File: src/hw/rtl/cte_pkg.sv
// Shared types, constants and tables for the calendar-to-epoch-seconds pipeline.
// Used by cte_fold, cte_days, cte_scale and the top level; no dependencies.
`default_nettype none

package cte_pkg;

  // Field widths of the input request and the result
  localparam int unsigned YearW   = 14;
  localparam int unsigned MonthW  = 9;
  localparam int unsigned DayW    = 5;
  localparam int unsigned HourW   = 5;
  localparam int unsigned MinuteW = 6;
  localparam int unsigned SecondW = 6;
  localparam int unsigned EpochW  = 39;

  // Packed stream widths (whole bytes)
  localparam int unsigned InDataW  = 48;
  localparam int unsigned OutDataW = 40;

  // Adjusted calendar year, wide enough for every input bit pattern
  localparam int unsigned YrW   = 15;
  // Signed day count relative to the epoch
  localparam int unsigned DaysW = 24;
  // Seconds within a day from hour, minute and second
  localparam int unsigned HmsW  = 17;

  localparam logic [YrW-1:0]   YearBase    = 15'd1900;
  // Days from year 1 to 1970-01-01
  localparam logic [DaysW-1:0] DaysTo1970  = 24'd719162;
  localparam logic [17:0]      SecsPerDay  = 18'd86400;
  // ceil(2^20 / 100): exact quotient by 100 for magnitudes below 2^14
  localparam logic [13:0]      Recip100    = 14'd10486;
  localparam int unsigned      Recip100Sh  = 20;
  // ceil(2^11 / 12): exact quotient by 12 for values below 268
  localparam logic [7:0]       Recip12     = 8'd171;
  localparam int unsigned      Recip12Sh   = 11;

  // Folded month and adjusted year
  typedef struct packed {
    logic [YrW-1:0]     year;
    logic [3:0]         month;
    logic [DayW-1:0]    day;
    logic [HourW-1:0]   hour;
    logic [MinuteW-1:0] minute;
    logic [SecondW-1:0] second;
  } fold_t;

  // Quotients for the leap-day count and the leap test
  typedef struct packed {
    logic [YrW-1:0]     prev_year;
    logic               prev_neg;
    logic [11:0]        prev_div4;
    logic [6:0]         prev_div100;
    logic [4:0]         prev_div400;
    logic [13:0]        year_mag;
    logic [6:0]         year_div100;
    logic [1:0]         year_lo;
    logic [3:0]         month;
    logic [DayW-1:0]    day;
    logic [HourW-1:0]   hour;
    logic [MinuteW-1:0] minute;
    logic [SecondW-1:0] second;
  } quot_t;

  // Day count since the epoch plus time of day
  typedef struct packed {
    logic [DaysW-1:0]   days;
    logic [HourW-1:0]   hour;
    logic [MinuteW-1:0] minute;
    logic [SecondW-1:0] second;
  } days_t;

  // Days before the first of the month
  function automatic logic [8:0] cum_days(input logic leap, input logic [3:0] month);
    logic [8:0] d;
    case (month)
      4'd0:    d = 9'd0;
      4'd1:    d = 9'd31;
      4'd2:    d = leap ? 9'd60  : 9'd59;
      4'd3:    d = leap ? 9'd91  : 9'd90;
      4'd4:    d = leap ? 9'd121 : 9'd120;
      4'd5:    d = leap ? 9'd152 : 9'd151;
      4'd6:    d = leap ? 9'd182 : 9'd181;
      4'd7:    d = leap ? 9'd213 : 9'd212;
      4'd8:    d = leap ? 9'd244 : 9'd243;
      4'd9:    d = leap ? 9'd274 : 9'd273;
      4'd10:   d = leap ? 9'd305 : 9'd304;
      4'd11:   d = leap ? 9'd335 : 9'd334;
      default: d = leap ? 9'd335 : 9'd334;
    endcase
    return d;
  endfunction

endpackage

`default_nettype wire

File: src/hw/rtl/cte_fold.sv
// Stage 1: fold an out-of-range month into the year and add the 1900 offset.
// Depends on cte_pkg.
`default_nettype none

module cte_fold (
  input  wire logic                         clk_i,
  input  wire logic                         rst_ni,
  input  wire logic                         in_valid_i,
  output logic                              in_ready_o,
  input  wire logic [cte_pkg::YearW-1:0]    year_i,
  input  wire logic [cte_pkg::MonthW-1:0]   month_i,
  input  wire logic [cte_pkg::DayW-1:0]     day_i,
  input  wire logic [cte_pkg::HourW-1:0]    hour_i,
  input  wire logic [cte_pkg::MinuteW-1:0]  minute_i,
  input  wire logic [cte_pkg::SecondW-1:0]  second_i,
  output logic                              out_valid_o,
  input  wire logic                         out_ready_i,
  output cte_pkg::fold_t                    out_o
);
  import cte_pkg::*;

  logic        valid_q;
  logic        en;
  fold_t       data_d, data_q;
  logic        mon_pos, mon_neg;
  logic [9:0]  mon_x, div_arg;
  logic [15:0] prod;
  logic [4:0]  quot;
  logic [9:0]  mon_adj;
  logic [YrW-1:0] year_base;

  // Quotient by 12 through a reciprocal multiply
  always_comb begin
    mon_x   = {month_i[MonthW-1], month_i};
    mon_neg = month_i[MonthW-1];
    mon_pos = !month_i[MonthW-1] && (month_i > 9'd11);
    div_arg = mon_neg ? (10'd11 - mon_x) : mon_x;
    prod    = 16'(div_arg) * 16'(Recip12);
    quot    = prod[Recip12Sh+4:Recip12Sh];
  end

  // Fold month into 0..11 and move whole years
  always_comb begin
    year_base = {year_i[YearW-1], year_i} + YearBase;
    if (mon_pos) begin
      mon_adj = mon_x - 10'(quot) * 10'd12;
    end else if (mon_neg) begin
      mon_adj = mon_x + 10'(quot) * 10'd12;
    end else begin
      mon_adj = mon_x;
    end
    data_d.month  = mon_adj[3:0];
    data_d.year   = mon_pos ? year_base + YrW'(quot)
                  : mon_neg ? year_base - YrW'(quot) : year_base;
    data_d.day    = day_i;
    data_d.hour   = hour_i;
    data_d.minute = minute_i;
    data_d.second = second_i;
  end

  // Advance when the stage is empty or its request moves on
  assign en         = !valid_q || out_ready_i;
  assign in_ready_o = en;

  always_ff @(posedge clk_i or negedge rst_ni) begin
    if (!rst_ni) begin
      valid_q <= 1'b0;
    end else if (en) begin
      valid_q <= in_valid_i;
    end
  end

  always_ff @(posedge clk_i) begin
    if (en && in_valid_i) begin
      data_q <= data_d;
    end
  end

  assign out_valid_o = valid_q;
  assign out_o       = data_q;

endmodule

`default_nettype wire

File: src/hw/rtl/cte_days.sv
// Stages 2 and 3: leap-day quotients, leap test and day count since the epoch.
// Depends on cte_pkg.
`default_nettype none

module cte_days (
  input  wire logic            clk_i,
  input  wire logic            rst_ni,
  input  wire logic            in_valid_i,
  output logic                 in_ready_o,
  input  wire cte_pkg::fold_t  in_i,
  output logic                 out_valid_o,
  input  wire logic            out_ready_i,
  output cte_pkg::days_t       out_o
);
  import cte_pkg::*;

  logic           a_valid_q, b_valid_q;
  logic           a_en, b_en;
  quot_t          a_d, a_q;
  days_t          b_d, b_q;
  logic [YrW-1:0] prev;
  logic [13:0]    prev_mag, year_mag;
  logic [27:0]    prod_p100, prod_p400, prod_y100;

  // Stage 2: magnitudes and quotients by 4, 100 and 400 (truncating)
  always_comb begin
    prev      = in_i.year - YrW'(1);
    prev_mag  = prev[YrW-1]      ? 14'(-prev)      : prev[13:0];
    year_mag  = in_i.year[YrW-1] ? 14'(-in_i.year) : in_i.year[13:0];
    prod_p100 = 28'(prev_mag) * 28'(Recip100);
    prod_p400 = 28'(prev_mag[13:2]) * 28'(Recip100);
    prod_y100 = 28'(year_mag) * 28'(Recip100);

    a_d.prev_year   = prev;
    a_d.prev_neg    = prev[YrW-1];
    a_d.prev_div4   = prev_mag[13:2];
    a_d.prev_div100 = prod_p100[Recip100Sh+6:Recip100Sh];
    a_d.prev_div400 = prod_p400[Recip100Sh+4:Recip100Sh];
    a_d.year_mag    = year_mag;
    a_d.year_div100 = prod_y100[Recip100Sh+6:Recip100Sh];
    a_d.year_lo     = in_i.year[1:0];
    a_d.month       = in_i.month;
    a_d.day         = in_i.day;
    a_d.hour        = in_i.hour;
    a_d.minute      = in_i.minute;
    a_d.second      = in_i.second;
  end

  // Stage 3: leap test and signed day count
  logic                    leap;
  logic [13:0]             year_rem;
  logic signed [DaysW-1:0] p_x, d4, d100, d400, cum_x, day_x, days;

  always_comb begin
    year_rem = a_q.year_mag - 14'(a_q.year_div100) * 14'd100;
    leap     = (year_rem == 14'd0) ? (a_q.year_div100[1:0] == 2'd0)
                                   : (a_q.year_lo == 2'd0);
    p_x   = {{(DaysW-YrW){a_q.prev_year[YrW-1]}}, a_q.prev_year};
    d4    = a_q.prev_neg ? -$signed({12'd0, a_q.prev_div4})  : $signed({12'd0, a_q.prev_div4});
    d100  = a_q.prev_neg ? -$signed({17'd0, a_q.prev_div100})
                         :  $signed({17'd0, a_q.prev_div100});
    d400  = a_q.prev_neg ? -$signed({19'd0, a_q.prev_div400})
                         :  $signed({19'd0, a_q.prev_div400});
    cum_x = $signed({15'd0, cum_days(leap, a_q.month)});
    day_x = $signed({19'd0, a_q.day});
    days  = p_x * 24'sd365 + d400 - d100 + d4 - $signed(DaysTo1970) + cum_x + day_x
          - 24'sd1;

    b_d.days   = days;
    b_d.hour   = a_q.hour;
    b_d.minute = a_q.minute;
    b_d.second = a_q.second;
  end

  // Per-stage handshake: fill bubbles, hold on stall
  assign b_en       = !b_valid_q || out_ready_i;
  assign a_en       = !a_valid_q || b_en;
  assign in_ready_o = a_en;

  always_ff @(posedge clk_i or negedge rst_ni) begin
    if (!rst_ni) begin
      a_valid_q <= 1'b0;
      b_valid_q <= 1'b0;
    end else begin
      if (a_en) begin
        a_valid_q <= in_valid_i;
      end
      if (b_en) begin
        b_valid_q <= a_valid_q;
      end
    end
  end

  always_ff @(posedge clk_i) begin
    if (a_en && in_valid_i) begin
      a_q <= a_d;
    end
    if (b_en && a_valid_q) begin
      b_q <= b_d;
    end
  end

  assign out_valid_o = b_valid_q;
  assign out_o       = b_q;

endmodule

`default_nettype wire

File: src/hw/rtl/cte_scale.sv
// Stages 4 and 5: scale days to seconds, add the time of day, hold the result.
// Depends on cte_pkg.
`default_nettype none

module cte_scale (
  input  wire logic                       clk_i,
  input  wire logic                       rst_ni,
  input  wire logic                       in_valid_i,
  output logic                            in_ready_o,
  input  wire cte_pkg::days_t             in_i,
  output logic                            out_valid_o,
  input  wire logic                       out_ready_i,
  output logic [cte_pkg::EpochW-1:0]      epoch_o
);
  import cte_pkg::*;

  logic                   c_valid_q, d_valid_q;
  logic                   c_en, d_en;
  logic signed [41:0]     prod;
  logic [HmsW-1:0]        hms;
  logic [EpochW-1:0]      sec_d, sec_q;
  logic [HmsW-1:0]        hms_q;
  logic [EpochW-1:0]      epoch_d, epoch_q;

  // Stage 4: day count times seconds per day, time of day in seconds
  always_comb begin
    prod  = $signed({{(42-DaysW){in_i.days[DaysW-1]}}, in_i.days})
          * $signed({24'd0, SecsPerDay});
    sec_d = prod[EpochW-1:0];
    hms   = HmsW'(in_i.hour) * HmsW'(3600) + HmsW'(in_i.minute) * HmsW'(60)
          + HmsW'(in_i.second);
  end

  // Stage 5: final sum, wraps within the result width
  assign epoch_d = sec_q + EpochW'(hms_q);

  assign d_en       = !d_valid_q || out_ready_i;
  assign c_en       = !c_valid_q || d_en;
  assign in_ready_o = c_en;

  always_ff @(posedge clk_i or negedge rst_ni) begin
    if (!rst_ni) begin
      c_valid_q <= 1'b0;
      d_valid_q <= 1'b0;
    end else begin
      if (c_en) begin
        c_valid_q <= in_valid_i;
      end
      if (d_en) begin
        d_valid_q <= c_valid_q;
      end
    end
  end

  always_ff @(posedge clk_i) begin
    if (c_en && in_valid_i) begin
      sec_q <= sec_d;
      hms_q <= hms;
    end
    if (d_en && c_valid_q) begin
      epoch_q <= epoch_d;
    end
  end

  assign out_valid_o = d_valid_q;
  assign epoch_o     = epoch_q;

endmodule

`default_nettype wire

File: src/hw/rtl/calendar_to_epoch_seconds.sv
// Top level: UTC calendar date and time to signed seconds since 1970-01-01.
// Depends on cte_pkg, cte_fold, cte_days and cte_scale.
//
//   Channel   Dir  Handshake                    Payload
//   s_axis    in   s_axis_tvalid/s_axis_tready  tdata: year, month, day, h, m, s
//   m_axis    out  m_axis_tvalid/m_axis_tready  tdata: epoch_seconds
//
// Five register stages: month fold, quotients, day count, day scaling, sum.
// One request per cycle is sustained while m_axis_tready stays high. Every
// stage advances when empty or when its successor takes its request, so a
// stall on m_axis holds all data and bubbles still fill.
// Reset clears the valid bits only; the data registers are not reset.
`default_nettype none

module calendar_to_epoch_seconds (
  input  wire logic                          clk_i,
  input  wire logic                          rst_ni,
  input  wire logic                          s_axis_tvalid,
  output logic                               s_axis_tready,
  // [13:0] year_since_1900, [22:14] month_raw, [27:23] day_of_month,
  // [32:28] hour, [38:33] minute, [44:39] second, [47:45] zero
  input  wire logic [cte_pkg::InDataW-1:0]   s_axis_tdata,
  output logic                               m_axis_tvalid,
  input  wire logic                          m_axis_tready,
  // [38:0] epoch_seconds, [39] zero
  output logic [cte_pkg::OutDataW-1:0]       m_axis_tdata
);
  import cte_pkg::*;

  logic              fold_valid, fold_ready;
  fold_t             fold_data;
  logic              days_valid, days_ready;
  days_t             days_data;
  logic [EpochW-1:0] epoch;

  // Month fold and year offset
  cte_fold u_fold (
    .clk_i       (clk_i),
    .rst_ni      (rst_ni),
    .in_valid_i  (s_axis_tvalid),
    .in_ready_o  (s_axis_tready),
    .year_i      (s_axis_tdata[13:0]),
    .month_i     (s_axis_tdata[22:14]),
    .day_i       (s_axis_tdata[27:23]),
    .hour_i      (s_axis_tdata[32:28]),
    .minute_i    (s_axis_tdata[38:33]),
    .second_i    (s_axis_tdata[44:39]),
    .out_valid_o (fold_valid),
    .out_ready_i (fold_ready),
    .out_o       (fold_data)
  );

  // Day count since the epoch
  cte_days u_days (
    .clk_i       (clk_i),
    .rst_ni      (rst_ni),
    .in_valid_i  (fold_valid),
    .in_ready_o  (fold_ready),
    .in_i        (fold_data),
    .out_valid_o (days_valid),
    .out_ready_i (days_ready),
    .out_o       (days_data)
  );

  // Seconds and output register
  cte_scale u_scale (
    .clk_i       (clk_i),
    .rst_ni      (rst_ni),
    .in_valid_i  (days_valid),
    .in_ready_o  (days_ready),
    .in_i        (days_data),
    .out_valid_o (m_axis_tvalid),
    .out_ready_i (m_axis_tready),
    .epoch_o     (epoch)
  );

  assign m_axis_tdata = {{(OutDataW-EpochW){1'b0}}, epoch};

endmodule

`default_nettype wire

File: config.mk
export PLATFORM = sky130hd
export DESIGN_NAME = calendar_to_epoch_seconds
export DESIGN_NICKNAME = d
export VERILOG_FILES = /design/src/hw/rtl/cte_pkg.sv /design/src/hw/rtl/cte_fold.sv /design/src/hw/rtl/cte_days.sv /design/src/hw/rtl/cte_scale.sv /design/src/hw/rtl/calendar_to_epoch_seconds.sv
export SDC_FILE = /design/constraint.sdc
export NUM_CORES = 2
export LEC_CHECK = 0
export ABC_AREA = 1
export BUFFER_PORTS_ARGS = -buffer_cell sky130_fd_sc_hd__buf_2
export CORE_UTILIZATION = 40
export DETAILED_ROUTE_END_ITERATION = 8
export PLACE_DENSITY_LB_ADDON = 0.25
export SETUP_SLACK_MARGIN = 0.1
export SLEW_MARGIN = 25
export SYNTH_ARGS = -nofsm -noshare
export SYNTH_HDL_FRONTEND = slang
export SYNTH_HIERARCHICAL = 1
export SYNTH_SLANG_ARGS = --single-unit
File: constraint.sdc
create_clock -name clk_i -period 20.7 [get_ports clk_i]
set_clock_uncertainty 0.15 [all_clocks]
set_input_delay 3.105 -clock clk_i [delete_from_list [all_inputs] [get_ports clk_i]]
set_output_delay 3.105 -clock clk_i [all_outputs]
set_load 0.02 [all_outputs]
After elaboration in Yosys (flattened, before gate mapping) --
Cells that the tools add are included.
Storage, ports and cells: input port bits 52, flip-flop bits (word level) 264, output and inout bits 42, logic and storage cells 118
Operators by class: $add $sub $neg 23, multiply operators 10, magnitude comparators 1, reductions and logical operators 21, multiplexer cells 22, equal/unequal tests 10
Operators by type and width (number):
- $pmux 9 s11 | 1
- $mux 24 | 3
- $mul 14x13->26 const B | 2
- $add 24x24->24 | 2
- $add 39x17->39 | 1
- $mul 24x11->32 const B | 1
- $mux 15 | 2
- $mux 14 | 2
- $neg 14->14 | 2
- $add 24x10->24 | 1
- $add 24x6->24 | 1
- $mul 12x13->24 const B | 1
- $mul 15x10->24 const B | 1
- $neg 12->24 | 1
- $neg 5->24 | 1
- $neg 7->24 | 1
- $sub 24x2->24 const B | 1
- $sub 24x21->24 const B | 1
- $sub 24x24->24 | 1
- $add 17x12->17 | 1
- $add 17x6->17 | 1
- $eq 4x3->1 const B | 4
- $mul 10x8->16 const B | 1
- $add 14x12->15 const B | 1
- 26 further kinds | 53

Logic depth before layout (Yosys ltp) --
depth in word-level cells 9, mapped depth 52, depth with buffers taken out 52

By module --
The synthesis kept the hierarchy.
Modules (own cells, without submodules):
- cte_days | times used 1, cells each 2405, sequential area each 3893.7 sq um, area each 22118.7 sq um
- cte_scale | times used 1, cells each 1350, sequential area each 2692.6 sq um, area each 10820.4 sq um
- cte_fold | times used 1, cells each 447, sequential area each 1256.2 sq um, area each 3965.1 sq um
- calendar_to_epoch_seconds | times used 1, cells each 2, sequential area each 0.0 sq um, area each 11.3 sq um

Worst setup path before layout --
OpenSTA, ideal clock, no wires.
path type input -> register, start point input s_axis_tdata[22] in the netlist's numbering, end point register u_fold.data_q (netlist bit u_fold/out_o[38]), data pin, data required time 20.293 ns, cell stages on the path 38, path buffers 2, setup time 0.257 ns, setup slack 11.910 ns, data arrival time 8.383 ns, path through buf_6 -> clkbuf_1 -> nand2_1 -> xor2_1 -> ha_1 -> inv_1 -> fa_1 -> inv_1 -> fa_1 -> inv_1 -> fa_1 -> inv_1 -> ha_1 -> nand2_1 -> nand2_1 -> nand2_1 -> nand2_1 -> a21oi_1 -> [2 not listed] -> nand2_2 -> nand2_1 -> nand2_1 -> or2_2 -> nand2_1 -> inv_1 -> ha_1 -> inv_1 -> a21oi_1 -> o31ai_1 -> nand2_1 -> nand3_2 -> nor2_2 -> nand2_2 -> nor3_2 -> inv_1 -> nand2_1 -> xor2_1
RTL lines:
- start, declared | line calendar_to_epoch_seconds.sv:22 | input wire logic [cte_pkg::InDataW-1:0] s_axis_tdata,
- end signal, assigned | line cte_fold.sv:75 | data_q <= data_d;
- end, declared | line cte_fold.sv:24 | fold_t data_d, data_q;

Final worst setup path --
start point register u_days/a_q[31] in the netlist's numbering, end point register u_days.b_q (netlist bit u_days/out_o[35]), data pin
Between the ends: longest elaborated chain between the ends 9, elaborated cells between the ends (all ways) 18, those cells by class 4 x add/sub; 1 x mul; 12 x mux; 1 x reduce/logical
RTL lines:
- start, declared | line cte_days.sv:19 | quot_t a_d, a_q;
- start signal, assigned | line cte_days.sv:96 | a_q <= a_d;
- $mul 7x5->12 * | line cte_days.sv:55 | year_rem = a_q.year_mag - 14'(a_q.year_div100) * 14'd100;
- $sub 14x14->14 * | line cte_days.sv:55
- $logic_not 14->1 * | line cte_days.sv:56 | leap = (year_rem == 14'd0) ? (a_q.year_div100[1:0] == 2'd0)
- $mux 1 * | line cte_days.sv:56
- $mux 1, or another cell as far along
- $pmux 9 s11 * | line cte_pkg.sv:76 | case (month)
- $add 24x10->24 * | line cte_days.sv:66 | days = p_x * 24'sd365 + d400 - d100 + d4 - $signed(DaysTo1970) + cum_x + day_x
- $add 24x6->24 * | line cte_days.sv:66
- $sub 24x2->24 * | line cte_days.sv:67 | - 24'sd1;
- via u_days.days[18] | line cte_days.sv:52 | logic signed [DaysW-1:0] p_x, d4, d100, d400, cum_x, day_x, days;
- end signal, assigned | line cte_days.sv:99 | b_q <= b_d;
- end, declared | line cte_days.sv:20 | days_t b_d, b_q;
The timed path passes the listed nets; every way through them passes the cells marked *. A chain may end at the register's enable or synchronous reset.

==> metrics.yaml <==
hold_end: "u_days/out_o[8]"
synth.distinct_cells: 57
slew-limit-headroom: 0.2660
syn_inst: 4204
grtUsageTotal: 0.1723
die_height_um: 305.8
fp.dieW_um: 305.8
mostFrequentLayoutCells: "inv_1, nand2_1, ha_1"
worstMarginPinSlew_ns: 1.094
multi_input_area_mm2: 0.02474
rows: 111
vias: 25750
grt_pass1_vias: 26490
cp_common_cell: "nand2_1"
critical_path_class: "reg2reg"
cp_slowest_stage_delay_ns: 0.53
synthXorXnorAreaFrac: 0.04216
start_util: 0.4033
cts.sinks: 262
layout_setup_ws_ns: 11.32
worstPathArrival_ns: 9.61
avgSynthCellArea_um2: 8.781
dp_slack_ns: 11.05
synthFlopType: "edfxtp_1"
synth_top_family_by_area: "adder cells"
r2r_setup_slack_ns: 11.32
drc: 0
worstPathMaxFanout: 4
wl_um: 77630
mappedNetlistArea_mm2: 0.03692
setup_viol: 0
ys_ff_latch: 262
yosys.area_share.adder: 0.4306
hold_depth: 0
mostFrequentLayoutCell: "inv_1"
drt_iter0_drc: 867
synthMuxAreaShare: 0
antenna_found_initial: 0
reg2reg_from: "u_days/a_q[31]"
fill_cells: 9029
cts.clk_slew.worst_paths_ns: 0.06
cts_tree: "done"
critPathLaunchType: "flop"
synth_edf_count: 257
grt_overflow: 0
min-delay-start: "u_days/a_q[8]"
htree_levels: 1
syn_to_final_growth_pct: 8.399
wl_met3_um: 1859
slew_viol_final: 0
ys_seq_area_frac: 0.2124
routedWlPerCell_um: 14.00
fmax_ghz: 0.1066
synth.largest_area_cell: "fa_1"
r2r_cells: 46
cts-root-buf: "clkbuf_16"
post-route-period-util: 0.4530
regArea_mm2: 0.007843
synthArstFlopShare: 0.01908
core_area_mm2: 0.09152
final_nets: 5414
die_area_mm2: 0.09351
finalCriticalPeriod_ns: 9.378
grt_pass1_wl_um: 131100
drive_gt1_frac: 0.05943
synth.area.top_cells: "fa_1, ha_1, edfxtp_1, inv_1, nand2_1"
finalSetupTns_ns: 0
cts_buffers: 31
top_layer: "met4"
cts_buffer_depth: 3
cp.required_ns: 20.94
clk_latency_ns: 0.60
diodes: 0
hold_viol: 0
portBuffers: 89
synth_top_area_frac: 0.2191
r2r-end: "u_days/out_o[35]"
drt_pass1_iterations: 5
synth-compound-area-share: 0.04671
grt_max_degree: 71
cp-startpoint: "u_days/a_q[31]"
maxCapViolations: 0
antenna_left: 0
status: "finished clean"
yosysWarningCount: 6
cts_resized: 0
fin_util: 0.4372
dpl.hpwl_um: 68310
postCtsSetupBuffers: 0
crit_path_end_kind: "flop"
cpMaxStageDelayCell: "fa_1"
vias_per_cell: 4.644
hp-class: "reg2reg"
drt-met1-wl_um: 35410
rsz0062_at_grt: "no"
wl_met2_um: 38560
io_pins: 94
ctsHoldBuffers: 0
yosys.area_share.simple: 0.1493
gp_congestion: 0.8911
[cells in the mapped netlist (3+ instances only)]
cell	instances
a21boi_0	5
o211ai_1	4
inv_1	1137
nor2_2	12
o21ai_1	4
o31ai_1	7
nor2_4	5
xor2_2	8
inv_2	10
nor3_1	23
o21bai_1	13
nor3b_2	3
a21o_1	16
nand3_2	8
dfrtp_1	5
fa_1	404
nand3b_1	17
o21a_1	3
a21oi_1	131
xor2_1	119
o21ai_2	4
o21ai_0	82
o22ai_1	3
nand2_2	28
edfxtp_1	257
nand3_1	163
nor4_1	5
ha_1	624
nand4_1	43
a31oi_1	15
clkbuf_1	7
a211oi_1	4
a221oi_1	6
xnor2_1	42
conb_1	3
nor3_2	7
nand2_1	745
nor2_1	208
[metal layers]
layer,GRT usage,vias to the layer above
met5,0,-
met4,0.04172,0
met3,0.01643,85
met2,0.3104,279
met1,0.2208,12050
li1,-,13340
[registers in the layout (all words and copies together) (netlist names)]
name,flops
u_days/out_valid_o,1
u_scale/sec_q,32
u_scale/c_valid_q,1
u_scale/epoch_o,39
u_days/out_o,41
u_scale/hms_q,17
u_fold/out_o,41
u_days/a_q,87
u_scale/out_valid_o,1
u_days/a_valid_q,1
u_fold/out_valid_o,1
[metrics by stage]
stage	std cells	hold WS [ns]	area, µm²
floorplan	4206	0.2503	36920
global placement	5487	0.2513	38960
detailed placement	5487	0.2545	38960
CTS	5544	0.2673	40020
global route	5544	0.2730	40020
finish	5544	0.2650	40020
[worst max-delay path by stage]
stage	cells past startpoint	slack, ns	end
finish	46	11.32	u_days/out_o[35]
floorplan	38	11.91	u_fold/out_o[38]
global route	45	10.66	u_days/out_o[35]
detailed placement	36	11.05	u_fold/out_o[36]
global placement	36	11.14	u_fold/out_o[36]
CTS	45	11.30	u_days/out_o[35]
[logic make-up (layout without fill, tap and decap cells)]
logic type / count (synthesis) / count (layout)
flops: 262 / 262
other cells: 3 / 5
xor+xnor: 170 / 170
compound gates: 302 / 302
buf+inv: 1161 / 1313
fa+ha+maj: 1028 / 1028
simple gates: 1278 / 1278
[area by class of cell]
cell class                      instances  share of cell area
Multi-Input combinational cell       2783              0.6183
Tap cell                             1186             0.03708
Sequential cell                       262              0.1960
Timing Repair Buffer                  107             0.01451
Clock inverter                         25            0.006785
Inverter                             1149              0.1079
Clock buffer                           32             0.01948
[worst max-delay path, delay by kind of cell (launching register included)]
family / cells / cell delay (ns)
adder cells (fa/ha/maj): 12 / 5.01
AND/OR/NAND/NOR: 20 / 1.77
AO/OA/AOI/OAI: 4 / 0.84
flip-flops: 1 / 0.48
XOR/XNOR: 2 / 0.44
buffers and inverters: 8 / 0.43
Power is left out: the tool's default activity adds up to more than one toggle a clock period on the data nets, which glitch-free logic cannot reach.
